<file path="src/rtl/lfu_pkg.sv">
`timescale 1ns / 1ps

package lfu_pkg;

  localparam int KEY_BITS           = 16;
  localparam int VALUE_BITS         = 32;
  localparam int CFG_BITS           = 5;
  localparam int CAPACITY_DEFAULT   = 16;
  localparam int COUNT_BITS_DEFAULT = 16;

  localparam logic [CFG_BITS-1:0] CAPACITY_RESET = 5'd16;

  localparam logic OP_GET = 1'b0;
  localparam logic OP_SET = 1'b1;

  typedef struct packed {
    logic                  opcode;
    logic [KEY_BITS-1:0]   key;
    logic [VALUE_BITS-1:0] write_value;
  } req_t;

  typedef struct packed {
    logic                  hit;
    logic [VALUE_BITS-1:0] read_value;
    logic                  evicted;
    logic [KEY_BITS-1:0]   evicted_key;
  } res_t;

endpackage

</file>
<file path="src/rtl/lfu_req_if.sv">
`timescale 1ns / 1ps

interface lfu_req_if;
  import lfu_pkg::*;

  logic                  valid;
  logic                  ready;
  logic                  opcode;
  logic [KEY_BITS-1:0]   key;
  logic [VALUE_BITS-1:0] write_value;

  modport source (output valid, output opcode, output key, output write_value, input ready);
  modport sink (input valid, input opcode, input key, input write_value, output ready);
endinterface

</file>
<file path="src/rtl/lfu_rsp_if.sv">
`timescale 1ns / 1ps

interface lfu_rsp_if;
  import lfu_pkg::*;

  logic                  valid;
  logic                  ready;
  logic                  hit;
  logic [VALUE_BITS-1:0] read_value;
  logic                  evicted;
  logic [KEY_BITS-1:0]   evicted_key;

  modport source (output valid, output hit, output read_value, output evicted,
                  output evicted_key, input ready);
  modport sink (input valid, input hit, input read_value, input evicted,
                input evicted_key, output ready);
endinterface

</file>
<file path="src/rtl/lfu_mem.sv">
`timescale 1ns / 1ps

module lfu_mem #(
  parameter int DEPTH     = 16,
  parameter int ADDR_BITS = 4,
  parameter int WORD_BITS = 68
) (
  input  logic                 clk,
  input  logic                 rd_en,
  input  logic [ADDR_BITS-1:0] rd_addr,
  output logic [WORD_BITS-1:0] rd_data,
  input  logic                 wr_en,
  input  logic [ADDR_BITS-1:0] wr_addr,
  input  logic [WORD_BITS-1:0] wr_data
);

  logic [WORD_BITS-1:0] mem [DEPTH];

  always_ff @(posedge clk) begin
    if (wr_en) begin
      mem[wr_addr] <= wr_data;
    end
    if (rd_en) begin
      rd_data <= mem[rd_addr];
    end
  end

endmodule

</file>
<file path="src/rtl/lfu_engine.sv">
`timescale 1ns / 1ps

module lfu_engine #(
  parameter int CAPACITY   = lfu_pkg::CAPACITY_DEFAULT,
  parameter int COUNT_BITS = lfu_pkg::COUNT_BITS_DEFAULT
) (
  input  logic                          clk,
  input  logic                          rst,
  input  logic [lfu_pkg::CFG_BITS-1:0]  cap,
  input  logic                          req_valid,
  input  lfu_pkg::req_t                 req,
  output logic                          req_ready,
  output logic                          res_valid,
  output lfu_pkg::res_t                 res,
  input  logic                          res_take
);
  import lfu_pkg::*;

  localparam int IDX_BITS  = (CAPACITY > 1) ? $clog2(CAPACITY) : 1;
  localparam int CNT_BITS  = $clog2(CAPACITY + 1);
  localparam int CMP_BITS  = (CNT_BITS > CFG_BITS) ? CNT_BITS : CFG_BITS;
  localparam int WORD_BITS = KEY_BITS + VALUE_BITS + COUNT_BITS + IDX_BITS;

  typedef struct packed {
    logic [KEY_BITS-1:0]   key;
    logic [VALUE_BITS-1:0] value;
    logic [COUNT_BITS-1:0] count;
    logic [IDX_BITS-1:0]   rank;
  } entry_t;

  typedef enum logic [2:0] {IDLE, SCAN, DECIDE, UPDATE, DONE} state_t;

  state_t                state;
  logic [CAPACITY-1:0]   valid;
  logic [CNT_BITS-1:0]   occupancy;
  logic [CNT_BITS-1:0]   cnt;
  logic                  rd_pend;
  logic [IDX_BITS-1:0]   rd_idx;

  logic                  op_r;
  logic [KEY_BITS-1:0]   key_r;
  logic [VALUE_BITS-1:0] wval_r;

  logic                  match_found;
  logic [IDX_BITS-1:0]   match_idx;
  logic [IDX_BITS-1:0]   m_rank;
  logic [VALUE_BITS-1:0] m_value;
  logic                  vic_found;
  logic [IDX_BITS-1:0]   vic_idx;
  logic [COUNT_BITS-1:0] vic_count;
  logic [IDX_BITS-1:0]   vic_rank;
  logic [KEY_BITS-1:0]   vic_key;
  logic                  free_found;
  logic [IDX_BITS-1:0]   free_idx;

  logic                  upd_ins;
  logic                  evict_r;
  logic [IDX_BITS-1:0]   slot_idx;

  logic                  mem_rd_en;
  logic [WORD_BITS-1:0]  mem_rd_data;
  logic                  mem_wr_en;
  logic [WORD_BITS-1:0]  mem_wr_data;

  entry_t                rd_e;
  entry_t                upd_e;
  logic                  upd_we;
  logic                  rd_v;
  logic                  last;
  logic [CMP_BITS-1:0]   cap_ext;
  logic [CMP_BITS-1:0]   cap_eff;
  logic [CMP_BITS-1:0]   occ_ext;
  logic                  need_evict;
  logic [IDX_BITS-1:0]   ins_slot;
  logic                  ins_evict;
  logic [CAPACITY-1:0]   vic_mask;
  logic [CAPACITY-1:0]   ins_mask;

  lfu_mem #(
    .DEPTH     (CAPACITY),
    .ADDR_BITS (IDX_BITS),
    .WORD_BITS (WORD_BITS)
  ) u_mem (
    .clk     (clk),
    .rd_en   (mem_rd_en),
    .rd_addr (cnt[IDX_BITS-1:0]),
    .rd_data (mem_rd_data),
    .wr_en   (mem_wr_en),
    .wr_addr (rd_idx),
    .wr_data (mem_wr_data)
  );

  assign req_ready   = (state == IDLE);
  assign res_valid   = (state == DONE);
  assign mem_rd_en   = ((state == SCAN) || (state == UPDATE)) && (cnt < CNT_BITS'(CAPACITY));
  assign rd_e        = entry_t'(mem_rd_data);
  assign rd_v        = valid[rd_idx];
  assign last        = rd_pend && (rd_idx == IDX_BITS'(CAPACITY - 1));
  assign mem_wr_en   = (state == UPDATE) && rd_pend && upd_we;
  assign mem_wr_data = WORD_BITS'(upd_e);

  always_comb begin
    cap_ext = CMP_BITS'(cap);
    occ_ext = CMP_BITS'(occupancy);
    if (cap_ext == '0) begin
      cap_eff = CMP_BITS'(1);
    end else if (cap_ext > CMP_BITS'(CAPACITY)) begin
      cap_eff = CMP_BITS'(CAPACITY);
    end else begin
      cap_eff = cap_ext;
    end
    need_evict = (occ_ext >= cap_eff) && (occupancy != '0);
    if (need_evict) begin
      ins_slot = (free_found && (free_idx < vic_idx)) ? free_idx : vic_idx;
    end else begin
      ins_slot = free_idx;
    end
    ins_evict = !match_found && (op_r == OP_SET) && need_evict;
    vic_mask  = CAPACITY'(1) << vic_idx;
    ins_mask  = CAPACITY'(1) << ins_slot;
  end

  always_comb begin
    upd_e  = rd_e;
    upd_we = 1'b0;
    if (upd_ins) begin
      if (rd_idx == slot_idx) begin
        upd_e.key   = key_r;
        upd_e.value = wval_r;
        upd_e.count = COUNT_BITS'(1);
        upd_e.rank  = '0;
        upd_we      = 1'b1;
      end else if (rd_v) begin
        upd_we = 1'b1;
        if (!(evict_r && (rd_e.rank > vic_rank))) begin
          upd_e.rank = rd_e.rank + 1'b1;
        end
      end
    end else begin
      if (rd_idx == match_idx) begin
        upd_e.rank = '0;
        if (rd_e.count != '1) begin
          upd_e.count = rd_e.count + 1'b1;
        end
        if (op_r == OP_SET) begin
          upd_e.value = wval_r;
        end
        upd_we = 1'b1;
      end else if (rd_v && (rd_e.rank < m_rank)) begin
        upd_e.rank = rd_e.rank + 1'b1;
        upd_we     = 1'b1;
      end
    end
  end

  always_ff @(posedge clk) begin
    if (rst) begin
      state     <= IDLE;
      valid     <= '0;
      occupancy <= '0;
      cnt       <= '0;
      rd_pend   <= 1'b0;
    end else begin
      rd_pend <= mem_rd_en;
      if (mem_rd_en) begin
        rd_idx <= cnt[IDX_BITS-1:0];
        cnt    <= cnt + 1'b1;
      end
      unique case (state)
        IDLE: begin
          if (req_valid) begin
            op_r        <= req.opcode;
            key_r       <= req.key;
            wval_r      <= req.write_value;
            match_found <= 1'b0;
            vic_found   <= 1'b0;
            free_found  <= 1'b0;
            cnt         <= '0;
            state       <= SCAN;
          end
        end
        SCAN: begin
          if (rd_pend) begin
            if (rd_v && (rd_e.key == key_r) && !match_found) begin
              match_found <= 1'b1;
              match_idx   <= rd_idx;
              m_rank      <= rd_e.rank;
              m_value     <= rd_e.value;
            end
            if (rd_v && (!vic_found || (rd_e.count < vic_count) ||
                ((rd_e.count == vic_count) && (rd_e.rank > vic_rank)))) begin
              vic_found <= 1'b1;
              vic_idx   <= rd_idx;
              vic_count <= rd_e.count;
              vic_rank  <= rd_e.rank;
              vic_key   <= rd_e.key;
            end
            if (!rd_v && !free_found) begin
              free_found <= 1'b1;
              free_idx   <= rd_idx;
            end
            if (last) begin
              state <= DECIDE;
            end
          end
        end
        DECIDE: begin
          cnt             <= '0;
          res.hit         <= match_found;
          res.read_value  <= (match_found && (op_r == OP_GET)) ? m_value : '0;
          res.evicted     <= ins_evict;
          res.evicted_key <= ins_evict ? vic_key : '0;
          if (match_found) begin
            upd_ins <= 1'b0;
            state   <= UPDATE;
          end else if (op_r == OP_GET) begin
            state <= DONE;
          end else begin
            upd_ins  <= 1'b1;
            evict_r  <= need_evict;
            slot_idx <= ins_slot;
            if (need_evict) begin
              valid <= (valid & ~vic_mask) | ins_mask;
            end else begin
              valid     <= valid | ins_mask;
              occupancy <= occupancy + 1'b1;
            end
            state <= UPDATE;
          end
        end
        UPDATE: begin
          if (last) begin
            state <= DONE;
          end
        end
        DONE: begin
          if (res_take) begin
            state <= IDLE;
          end
        end
        default: begin
          state <= IDLE;
        end
      endcase
    end
  end

`ifndef SYNTHESIS
  a_occ_bound: assert property (@(posedge clk) disable iff (rst)
    occupancy <= CNT_BITS'(CAPACITY))
    else $error("Occupancy exceeds the number of entries.");

  a_occ_valid: assert property (@(posedge clk) disable iff (rst)
    $countones(valid) == occupancy)
    else $error("Occupancy disagrees with the valid bits.");

  a_hit_keeps_set: assert property (@(posedge clk) disable iff (rst)
    (state == DECIDE) && match_found |=> $stable(occupancy) && $stable(valid))
    else $error("A hit changed the set of held entries.");

  a_evict_when_full: assert property (@(posedge clk) disable iff (rst)
    (state == DONE) && res.evicted |-> (occ_ext >= cap_eff) && !res.hit)
    else $error("An eviction was reported while the cache had room.");
`endif

endmodule

</file>
<file path="src/rtl/lfu_cache_with_lru_tiebreak.sv">
`timescale 1ns / 1ps

// Key-value cache with least-frequently-used replacement and least-recently-used tie break.
// Items enter on the req channel (opcode, key, write_value) and one result item per request
// leaves on the rsp channel (hit, read_value, evicted, evicted_key); both use valid/ready.
// The cfg port writes the number of entries in use; write it only while the block is idle.
// Each request first scans all CAPACITY entries of the entry memory, one read per cycle,
// then, except for a get that misses, sweeps them again to write back counts and ranks.
// The result waits in the engine's DONE state until it moves into the output register, and
// the next request is accepted only after that move, so the block takes a new item only
// once it has finished the last one; a get that misses skips the second sweep.
// The sweeps over the entry memory, one entry at a time, set how often requests are taken.
// Reset empties the cache and sets the capacity register to 16; no memory clearing pass
// is needed since entries are tracked by valid bits.
// A stalled receiver holds the result in the output register; the next request may still be
// accepted and processed, and it waits in its final state until the output register is free.
module lfu_cache_with_lru_tiebreak #(
  parameter int CAPACITY   = lfu_pkg::CAPACITY_DEFAULT,
  parameter int COUNT_BITS = lfu_pkg::COUNT_BITS_DEFAULT
) (
  input  logic                         clk,
  input  logic                         rst,
  input  logic                         cfg_wr_en,
  input  logic [lfu_pkg::CFG_BITS-1:0] cfg_wr_data,
  lfu_req_if.sink                      req,
  lfu_rsp_if.source                    rsp
);
  import lfu_pkg::*;

  logic [CFG_BITS-1:0] cap;
  logic                out_valid;
  res_t                out_res;
  req_t                eng_req;
  logic                eng_res_valid;
  res_t                eng_res;
  logic                take;

  assign eng_req.opcode      = req.opcode;
  assign eng_req.key         = req.key;
  assign eng_req.write_value = req.write_value;

  assign take            = !out_valid || rsp.ready;
  assign rsp.valid       = out_valid;
  assign rsp.hit         = out_res.hit;
  assign rsp.read_value  = out_res.read_value;
  assign rsp.evicted     = out_res.evicted;
  assign rsp.evicted_key = out_res.evicted_key;

  lfu_engine #(
    .CAPACITY   (CAPACITY),
    .COUNT_BITS (COUNT_BITS)
  ) u_engine (
    .clk       (clk),
    .rst       (rst),
    .cap       (cap),
    .req_valid (req.valid),
    .req       (eng_req),
    .req_ready (req.ready),
    .res_valid (eng_res_valid),
    .res       (eng_res),
    .res_take  (take)
  );

  always_ff @(posedge clk) begin
    if (rst) begin
      cap       <= CAPACITY_RESET;
      out_valid <= 1'b0;
    end else begin
      if (cfg_wr_en) begin
        cap <= cfg_wr_data;
      end
      if (take) begin
        out_valid <= eng_res_valid;
        if (eng_res_valid) begin
          out_res <= eng_res;
        end
      end
    end
  end

endmodule

</file>
<file path="src/flat_wrapper.sv">
// flat-port wrapper written by rule: the top's interface ports become plain ports
module lfu_cache_with_lru_tiebreak_flat import lfu_pkg::*;
#(
  parameter int CAPACITY   = lfu_pkg::CAPACITY_DEFAULT,
  parameter int COUNT_BITS = lfu_pkg::COUNT_BITS_DEFAULT
)
  (clk, rst, cfg_wr_en, cfg_wr_data, req_valid, req_opcode, req_key, req_write_value, req_ready, rsp_valid, rsp_hit, rsp_read_value, rsp_evicted, rsp_evicted_key, rsp_ready);
  lfu_req_if req_i ();
  lfu_rsp_if rsp_i ();
  input  logic clk;
  input  logic rst;
  input  logic cfg_wr_en;
  input  logic [lfu_pkg::CFG_BITS-1:0] cfg_wr_data;
  input wire logic [$bits(req_i.valid)-1:0] req_valid;
  input wire logic [$bits(req_i.opcode)-1:0] req_opcode;
  input wire logic [$bits(req_i.key)-1:0] req_key;
  input wire logic [$bits(req_i.write_value)-1:0] req_write_value;
  output wire logic [$bits(req_i.ready)-1:0] req_ready;
  output wire logic [$bits(rsp_i.valid)-1:0] rsp_valid;
  output wire logic [$bits(rsp_i.hit)-1:0] rsp_hit;
  output wire logic [$bits(rsp_i.read_value)-1:0] rsp_read_value;
  output wire logic [$bits(rsp_i.evicted)-1:0] rsp_evicted;
  output wire logic [$bits(rsp_i.evicted_key)-1:0] rsp_evicted_key;
  input wire logic [$bits(rsp_i.ready)-1:0] rsp_ready;
  assign req_i.valid = req_valid;
  assign req_i.opcode = req_opcode;
  assign req_i.key = req_key;
  assign req_i.write_value = req_write_value;
  assign req_ready = req_i.ready;
  assign rsp_valid = rsp_i.valid;
  assign rsp_hit = rsp_i.hit;
  assign rsp_read_value = rsp_i.read_value;
  assign rsp_evicted = rsp_i.evicted;
  assign rsp_evicted_key = rsp_i.evicted_key;
  assign rsp_i.ready = rsp_ready;
  lfu_cache_with_lru_tiebreak #(.CAPACITY(CAPACITY), .COUNT_BITS(COUNT_BITS)) u_core (.clk(clk), .rst(rst), .cfg_wr_en(cfg_wr_en), .cfg_wr_data(cfg_wr_data), .req(req_i), .rsp(rsp_i));
endmodule
</file>
<file path="config.mk">
export PLATFORM = sky130hd
export DESIGN_NAME = lfu_cache_with_lru_tiebreak_flat
export DESIGN_NICKNAME = d
export VERILOG_FILES = /design/src/rtl/lfu_pkg.sv /design/src/rtl/lfu_req_if.sv /design/src/rtl/lfu_rsp_if.sv /design/src/rtl/lfu_mem.sv /design/src/rtl/lfu_engine.sv /design/src/rtl/lfu_cache_with_lru_tiebreak.sv /design/src/flat_wrapper.sv
export SDC_FILE = /design/constraint.sdc
export NUM_CORES = 1
export LEC_CHECK = 0
export BUFFER_PORTS_ARGS = -buffer_cell sky130_fd_sc_hd__buf_2
export CELL_PAD_IN_SITES_DETAIL_PLACEMENT = 2
export CELL_PAD_IN_SITES_GLOBAL_PLACEMENT = 2
export CORE_UTILIZATION = 45
export CTS_BUF_LIST = sky130_fd_sc_hd__clkbuf_16
export CTS_CLUSTER_DIAMETER = 100
export DETAILED_ROUTE_END_ITERATION = 8
export PLACE_DENSITY = 0.84
export SLEW_MARGIN = 20
export SYNTH_ARGS = -nofsm -noshare
export SYNTH_HDL_FRONTEND = slang
export SYNTH_SLANG_ARGS = --single-unit
</file>
<file path="constraint.sdc">
create_clock -name clk -period 9.4 [get_ports clk]
set_input_delay 0.94 -clock clk [delete_from_list [all_inputs] [get_ports clk]]
set_output_delay 0.94 -clock clk [all_outputs]
set_load 0.02 [all_outputs]
</file>
==> impl_metrics.env, run 1 <==
export IMPL_outcome="finished, final reports clean"
export IMPL_clock_path_buffers=3
export IMPL_hold_buffers=0
export IMPL_ys_types=59
export IMPL_finalWorstPathRequiredPeriod_ns=6.02
export IMPL_clkSinkCount=1438
export IMPL_synth_flop_cell="edfxtp_1"
export IMPL_nFillCells=10253
export IMPL_htree_num_levels=4
export IMPL_worstHoldEndpoint="u_core.u_engine.wval_r[0]"
export IMPL_hpwlAfterDp_um=112000
export IMPL_gp_congestion=0.768
export IMPL_r2r_worst_path_cells=8
export IMPL_p_per_area_nw_per_um2=217
export IMPL_clockRootBuffer="clkbuf_16"
export IMPL_worstSetupEndpointType="flip-flop"
export IMPL_clkLatencyLatePin_ns=0.79
export IMPL_yosys_register_bits=1438
export IMPL_cts_tree="done"
export IMPL_drive_gt1_share_pct=28.0
export IMPL_drv_cap=0
export IMPL_synth_seq_area_share_pct=77.9
export IMPL_reg2reg_to="u_core.u_engine.u_mem.mem[2][53]"
export IMPL_path_common_cell="buf_4"
export IMPL_drt_wl_total_um=194000
export IMPL_grt_busiest_layer="met2"
export IMPL_r2r_slack_ns=3.38
export IMPL_relSlewSlack_pct=23.7
export IMPL_grt_overflow=0
export IMPL_fin_crit_sh_pct=64.0
export IMPL_yosys_top_cells_area="edfxtp_1, mux4_2, dfxtp_1"
export IMPL_num_rows=127
export IMPL_multi_input_area_um2=11700
export IMPL_cp_startpoint="u_core.u_engine.rd_idx[2]"
export IMPL_fp_coreArea_um2=121000
export IMPL_fmax_mhz=166
export IMPL_drtIter0Drc=3433
export IMPL_remaining_drc_errors=0
export IMPL_final_util_pct=51.9
export IMPL_crit_type="reg -> reg"
export IMPL_final_common_cell="edfxtp_1"
export IMPL_power_mw=13.6
export IMPL_grt_usage_pct=32.0
export IMPL_tightest_slew_ns=1.14
export IMPL_area_growth_pct=13.9
export IMPL_met1_usage_pct=40.1
export IMPL_dr_pass1_iters=5
export IMPL_peakVddDrop_mv=0.153
export IMPL_use_met2_pct=54.7
export IMPL_vias=29136
export IMPL_min_path_cells=1
export IMPL_final_antenna_net_count=0
export IMPL_num_io_pins=111
export IMPL_ys_async_sr_fraction_pct=0
export IMPL_slowest_stage="edfxtp_1"
export IMPL_synth_edf_count=1402
export IMPL_crit_chain="xnor2_1, nand4_1, or2_2, o21ai_0, o2111ai_2, nor4_2, buf_4, buf_4"
export IMPL_cts_setup_buffers=0
export IMPL_critPathRequiredTime_ns=9.77
export IMPL_synth_top_area_share_pct=76.5
export IMPL_cts_buffers=153
export IMPL_ys_warn_count=0
export IMPL_syn_nets=2623
export IMPL_timing_rr_start="u_core.u_engine.rd_idx[2]"
export IMPL_max_stage_delay_ns=1.05
export IMPL_die_h_um=352
export IMPL_skew_ns=0.0643
export IMPL_die_area_um2=124000
export IMPL_clk_pin_slew_ns=0.07
export IMPL_hold_worst_slack_ns=0.355
export IMPL_nNetsFinal=2841
export IMPL_p_leak_nw=19.6
export IMPL_synth_area_per_cell_um2=21.8
export IMPL_rsz0062_at_grt="false"
export IMPL_grt_max_degree=159
export IMPL_grt_pass1_wl_um=267000
export IMPL_diodes=0
export IMPL_cp_start_kind="flip-flop"
export IMPL_slew_viol_final=0
export IMPL_tns_ns=0
export IMPL_worstHoldStart="req_write_value[0]"
export IMPL_wl_per_cell_um=43.4
export IMPL_postCtsResizedCells=0
export IMPL_via_per_inst=6.51
export IMPL_gr_usage_met3_pct=5.31
export IMPL_hold_path_class="in -> reg"
export IMPL_port_buffers=110
export IMPL_syn_inst=2528
export IMPL_setup_viol=0
export IMPL_regArea_um2=42800
export IMPL_path_max_fanout=42
export IMPL_antenna_found_initial=7
export IMPL_final_cell_mix="edfxtp_1, mux4_2, clkbuf_16, buf_2, nand2_1"
export IMPL_fp_dieW_um=352
export IMPL_arrival_ns=6.39
export IMPL_hold_viol=0
export IMPL_netlist_area_um2=55000
export IMPL_grt_pass1_vias=31018
export IMPL_start_util_pct=45.6
export IMPL_yosys_area_top_type="edfxtp_1"
==> metrics by stage <==
step | area [um^2] | cells | setup slack, ns
2_1_floorplan | 55000 | 2528 | 0.514
3_3_place_gp | 57700 | 4195 | 4.29
3_5_place_dp | 57700 | 4195 | 3.74
4_1_cts | 62500 | 4471 | 3.59
5_1_grt | 62600 | 4479 | 3.39
6_report | 62600 | 4479 | 3.38
==> worst max-delay path, delay by kind of cell, from the launching register on <==
kind	cells	cell delay, ns
flip-flops	1	1.05
XOR/XNOR	1	0.23
buffers and inverters	2	1.50
AND/OR/NAND/NOR	3	1.86
AO/OA/AOI/OAI	2	0.86
==> worst max path at each step <==
stage | endpoint | slack, ns | cells past startpoint
4_1_cts | u_core.u_engine.u_mem.mem[0][15] | 3.59 | 9
6_report | u_core.u_engine.u_mem.mem[2][53] | 3.38 | 8
3_3_place_gp | u_core.u_engine.u_mem.mem[0][47] | 4.29 | 9
3_5_place_dp | u_core.u_engine.u_mem.mem[0][47] | 3.74 | 9
5_1_grt | u_core.u_engine.u_mem.mem[2][53] | 3.39 | 8
2_1_floorplan | u_core.u_engine.u_mem.mem[3][0] | 0.51 | 8
==> kinds of logic (layout without fill, tap and decap cells) <==
group                    count (synthesis)  in the layout  synth area share (%)
AO/OA/AOI/OAI                          113            113                  1.32
XOR/XNOR                                32             32                 0.510
adder cells (fa/ha/maj)                 36             36                 0.819
buffers and inverters                  162            501                  1.21
flip-flops                            1438           1438                  77.9
multiplexers                           401            401                  15.2
AND/OR/NAND/NOR                        346            346                  3.06
==> synthesized netlist by cell type, drive strengths merged, types with 2 or more instances <==
master   number
a2111oi       2
a211oi        2
a21o          6
a21oi        30
a221oi        8
a22o          2
a22oi         2
a41oi         2
and2         36
and3         20
buf          45
clkbuf       68
dfxtp        36
edfxtp     1402
ha           36
inv          48
mux2         36
mux2i        21
mux4        344
nand2        87
nand2b       17
nand3        20
nand4        12
nor2         89
nor2b         6
nor3         35
nor4          9
nor4b         2
o211ai        7
o21ai        35
o2bb2ai       7
o31ai         3
or3           6
or4           2
xnor2        14
xor2         18
==> sequential cells by signal (all words and copies together) (netlist names), 5 cells and up <==
name,cells
u_core.u_engine.key_r,16
u_core.rsp.read_value,32
u_core.u_engine.vic_key,16
u_core.u_engine.vic_count,16
u_core.u_engine.u_mem.rd_data,68
u_core.u_engine.wval_r,32
u_core.u_engine.occ_ext,5
u_core.u_engine.valid,16
u_core.u_engine.res,50
u_core.u_engine.cnt,5
u_core.u_engine.u_mem.mem,1088
u_core.rsp.evicted_key,16
u_core.cap,5
u_core.u_engine.m_value,32
==> power breakdown <==
group,switching (mW),internal [mW]
Clock,2.69,3.30
Combinational,0.291,0.176
Sequential,0.0504,7.07
Total,3.04,10.5
==> layout make-up <==
type | count | share of cell area [%]
Sequential cell | 1438 | 68.4
Multi-Input combinational cell | 928 | 18.7
Clock buffer | 157 | 6.27
Tap cell | 1612 | 3.22
Timing Repair Buffer | 176 | 1.78
Clock inverter | 119 | 1.35
Inverter | 49 | 0.294
==> per-layer routing <==
metal	up-vias	wire, um
met5	-	68
met4	10	9720
met3	481	12700
met2	1689	99100
met1	16044	72900
li1	10912	-
(Power assumes the default switching activity.)
==> run 2, diff against run 1 <==
--- a/config.mk
+++ b/config.mk
@@ -8,11 +8,11 @@
 export BUFFER_PORTS_ARGS = -buffer_cell sky130_fd_sc_hd__buf_2
 export CELL_PAD_IN_SITES_DETAIL_PLACEMENT = 2
 export CELL_PAD_IN_SITES_GLOBAL_PLACEMENT = 2
-export CORE_UTILIZATION = 45
+export CORE_UTILIZATION = 50
 export CTS_BUF_LIST = sky130_fd_sc_hd__clkbuf_16
 export CTS_CLUSTER_DIAMETER = 100
 export DETAILED_ROUTE_END_ITERATION = 8
-export PLACE_DENSITY = 0.84
+export PLACE_DENSITY = 0.88
 export SLEW_MARGIN = 20
 export SYNTH_ARGS = -nofsm -noshare
 export SYNTH_HDL_FRONTEND = slang
==> constraint.sdc (replaced) <==
create_clock -name clk -period 6.3 [get_ports clk]
set_input_delay 0.63 -clock clk [delete_from_list [all_inputs] [get_ports clk]]
set_output_delay 0.63 -clock clk [all_outputs]
set_load 0.02 [all_outputs]
==> run 2 against run 1 <==
Net effect:
- the run now fails in clock tree synthesis
- synthesized area stayed put
- synthesized cell count did not move
==> impl_metrics.env, run 2 <==
export IMPL_outcome="did not finish"
export IMPL_failed_stage="clock tree synthesis"
export IMPL_error="[ERROR DPL-0033] detailed placement checks failed during check placement."
export IMPL_ys_async_sr_fraction_pct=0
export IMPL_clkSinkCount=1438
export IMPL_synth_top_area_share_pct=76.5
export IMPL_dp_slack_ns=0.940
export IMPL_syn_inst=2528
export IMPL_clock_path_buffers=3
export IMPL_placed_cell_area_um2=57700
export IMPL_ys_warn_count=0
export IMPL_place_inst=3995
export IMPL_cts_buffers=149
export IMPL_yosys_register_bits=1438
export IMPL_hpwlAfterDp_um=121000
export IMPL_netlist_area_um2=55000
export IMPL_yosys_area_top_type="edfxtp_1"
export IMPL_fp_dieW_um=334
export IMPL_synth_most_common_cell="edfxtp_1"
export IMPL_synth_area_per_cell_um2=21.8
export IMPL_die_h_um=334
export IMPL_num_rows=121
export IMPL_synthTopCellsByCount="edfxtp_1, mux4_2, nor2_1"
export IMPL_clockRootBuffer="clkbuf_16"
export IMPL_postCtsResizedCells=0
export IMPL_ys_types=59
export IMPL_port_buffers=110
export IMPL_syn_nets=2623
export IMPL_synth_edf_count=1402
export IMPL_hold_buffers=1
export IMPL_synth_seq_area_share_pct=77.9
export IMPL_start_util_pct=50.5
export IMPL_cts_setup_buffers=0
export IMPL_yosys_top_cells_area="edfxtp_1, mux4_2, dfxtp_1"
export IMPL_htree_num_levels=4
export IMPL_synth_flop_cell="edfxtp_1"
export IMPL_num_io_pins=111
export IMPL_gp_congestion=0.809
-- run 2: cells by family after synthesis --
kind of cell    synth area share, %
compound gates                 1.32
xor+xnor                      0.510
fa+ha+maj                     0.819
buf+inv                        1.21
flops                          77.9
mux                            15.2
simple gates                   3.06
-- run 2: stage by stage --
stage          TNS [ns]  hold WS (ns)
3_5_place_dp          0         0.408
3_3_place_gp          0         0.404
2_1_floorplan   -333.35         0.400
==> run 3, diff against run 2 <==
--- a/config.mk
+++ b/config.mk
@@ -6,13 +6,9 @@
 export NUM_CORES = 1
 export LEC_CHECK = 0
 export BUFFER_PORTS_ARGS = -buffer_cell sky130_fd_sc_hd__buf_2
-export CELL_PAD_IN_SITES_DETAIL_PLACEMENT = 2
-export CELL_PAD_IN_SITES_GLOBAL_PLACEMENT = 2
-export CORE_UTILIZATION = 50
-export CTS_BUF_LIST = sky130_fd_sc_hd__clkbuf_16
-export CTS_CLUSTER_DIAMETER = 100
+export CORE_UTILIZATION = 40
 export DETAILED_ROUTE_END_ITERATION = 8
-export PLACE_DENSITY = 0.88
+export PLACE_DENSITY_LB_ADDON = 0.15
 export SLEW_MARGIN = 20
 export SYNTH_ARGS = -nofsm -noshare
 export SYNTH_HDL_FRONTEND = slang
==> run 3 against run 2 <==
Net effect:
- the run now ends clean
==> impl_metrics.env, run 3 (synthesis gave the netlist of run 1 again) <==
export IMPL_vias=25789
export IMPL_finalWorstPathRequiredPeriod_ns=4.20
export IMPL_via_per_inst=5.51
export IMPL_hpwlAfterDp_um=63000
export IMPL_remaining_drc_errors=0
export IMPL_nFillCells=11115
export IMPL_hold_worst_slack_ns=0.0646
export IMPL_dp_slack_ns=2.07
export IMPL_grt_max_degree=100
export IMPL_worstSetupEndpointType="flip-flop"
export IMPL_dr_pass1_iters=5
export IMPL_crit_chain="mux4_1, mux2i_1, mux2_4, a21oi_2, o2111ai_2, buf_4, or3_4, nor2_4, buf_12"
export IMPL_num_io_pins=111
export IMPL_arrival_ns=4.63
export IMPL_grt_pass1_vias=27092
export IMPL_place_inst=4362
export IMPL_hold_path_class="in -> reg"
export IMPL_start_util_pct=40.4
export IMPL_p_comb_share_pct=2.9
export IMPL_clk_pin_slew_ns=0.06
export IMPL_multi_input_area_um2=11800
export IMPL_p_leak_nw=20.0
export IMPL_skew_ns=0.0346
export IMPL_grt_pass1_wl_um=186000
export IMPL_placed_cell_area_um2=58200
export IMPL_drv_cap=0
export IMPL_path_max_fanout=30
export IMPL_antenna_found_initial=3
export IMPL_seq_power_share_pct=52.0
export IMPL_htree_num_levels=4
export IMPL_num_rows=135
export IMPL_p_switching_mw=4.11
export IMPL_fmax_mhz=238
export IMPL_stdcell_area_um2=63800
export IMPL_drive_gt1_share_pct=28.2
export IMPL_gp_congestion=0.791
export IMPL_die_area_um2=139000
export IMPL_wl_per_cell_um=26.8
export IMPL_final_antenna_net_count=0
export IMPL_cellInternalPower_mw=16.3
export IMPL_tns_ns=0
export IMPL_fin_crit_sh_pct=66.7
export IMPL_port_buffers=110
export IMPL_cp_num_buf_inv=2
export IMPL_final_util_pct=46.9
export IMPL_final_common_cell="edfxtp_1"
export IMPL_grt_usage_pct=18.3
export IMPL_drt_wl_total_um=126000
export IMPL_tightest_slew_ns=1.11
export IMPL_cp_start_kind="flip-flop"
export IMPL_relSlewSlack_pct=26.0
export IMPL_cts_buffers=154
export IMPL_p_per_area_nw_per_um2=320
export IMPL_fin_ws_ns=2.10
export IMPL_fp_dieW_um=373
export IMPL_fin_cells=4684
export IMPL_clkSinkCount=1438
export IMPL_drtIter0Drc=2341
export IMPL_pwr_share_clk_pct=45.1
export IMPL_clock_path_buffers=3
export IMPL_setup_viol=0
export IMPL_fp_coreArea_um2=136000
export IMPL_regMostFlops="u_core.u_engine.u_mem.mem"
export IMPL_crit_family="simple AND/OR/NAND/NOR gates"
export IMPL_power_mw=20.4
export IMPL_slowest_stage="edfxtp_1"
export IMPL_grt_overflow=0
export IMPL_cts_tree="done"
export IMPL_clkLatencyLatePin_ns=0.77
export IMPL_crit_type="reg -> reg"
export IMPL_outcome="finished, final reports clean"
export IMPL_peakVddDrop_mv=0.252
export IMPL_p_sw_share_pct=20.1
export IMPL_largestRegisters="u_core.u_engine.u_mem.mem: 1088 flops, u_core.u_engine.u_mem.rd_data: 68 flops, u_core.u_engine.res: 50 flops"
export IMPL_die_h_um=373
export IMPL_rsz0062_at_grt="false"
export IMPL_max_stage_delay_ns=0.94
export IMPL_critPathRequiredTime_ns=6.73
export IMPL_area_growth_pct=16.0
export IMPL_largest_register_ffs=1088
export IMPL_slew_viol_final=0
export IMPL_postCtsResizedCells=0
export IMPL_regArea_um2=42800
export IMPL_hold_viol=0
export IMPL_clockRootBuffer="clkbuf_16"
export IMPL_final_cell_mix="edfxtp_1, mux4_2, clkbuf_16, buf_2, nand2_1"
export IMPL_nNetsFinal=2874
-- run 3: worst register-to-register path: stages (launching register included) --
cell       delay (ns)
edfxtp_1         0.94
mux4_1           0.41
mux2i_1          0.10
mux2_4           0.35
a21oi_2          0.14
o2111ai_2        0.11
buf_4            0.28
or3_4            0.44
nor2_4           0.74
buf_12           0.36
-- run 3: cell type report --
type                       count  share of cell area (%)
clock inverter                99                    1.78
antenna                        1                 0.00392
inverter                      49                   0.288
sequential                  1438                    67.1
tap                         1781                    3.49
clock buffer                 180                    6.36
multi-input combinational    928                    18.5
timing repair buffer         208                    2.48
-- run 3: per-layer routing --
layer	wire length [um]	vias up	GRT usage, %
met5	0	-	0
met4	2590	0	4.87
met3	6360	175	2.96
met2	59400	732	28.7
met1	57300	13897	26.8
li1	-	10985	-
-- run 3: path summary, 6_finish.rpt --
kind	startpoint	endpoint	slack (ns)	cells past startpoint
hold / removal	req_write_value[24]	u_core.u_engine.wval_r[24]	0.06	1
setup reg to reg	u_core.u_engine.rd_idx[2]	u_core.u_engine.u_mem.mem[12][24]	2.10	9
hold reg to reg	u_core.u_engine.res[6]	u_core.rsp.evicted_key[6]	0.41	0
setup / recovery	u_core.u_engine.rd_idx[2]	u_core.u_engine.u_mem.mem[12][24]	2.10	9
-- run 3: repair_timing --
| item | CTS | global route |
|---|---|---|
| buffers inserted | 0 | 0 |
| endpoints found under the hold margin | 42 | 0 |
| hold buffers | 42 | 0 |
-- run 3: power groups by stage --
stage          combinational, mW  clock [mW]  sequential [mW]
6_report                   0.603        9.21             10.6
5_1_grt                    0.660        9.80             10.6
4_1_cts                    0.617        9.43             10.6
3_5_place_dp               0.594           0             10.8
3_3_place_gp               0.577           0             10.8
2_1_floorplan              0.432           0             10.8
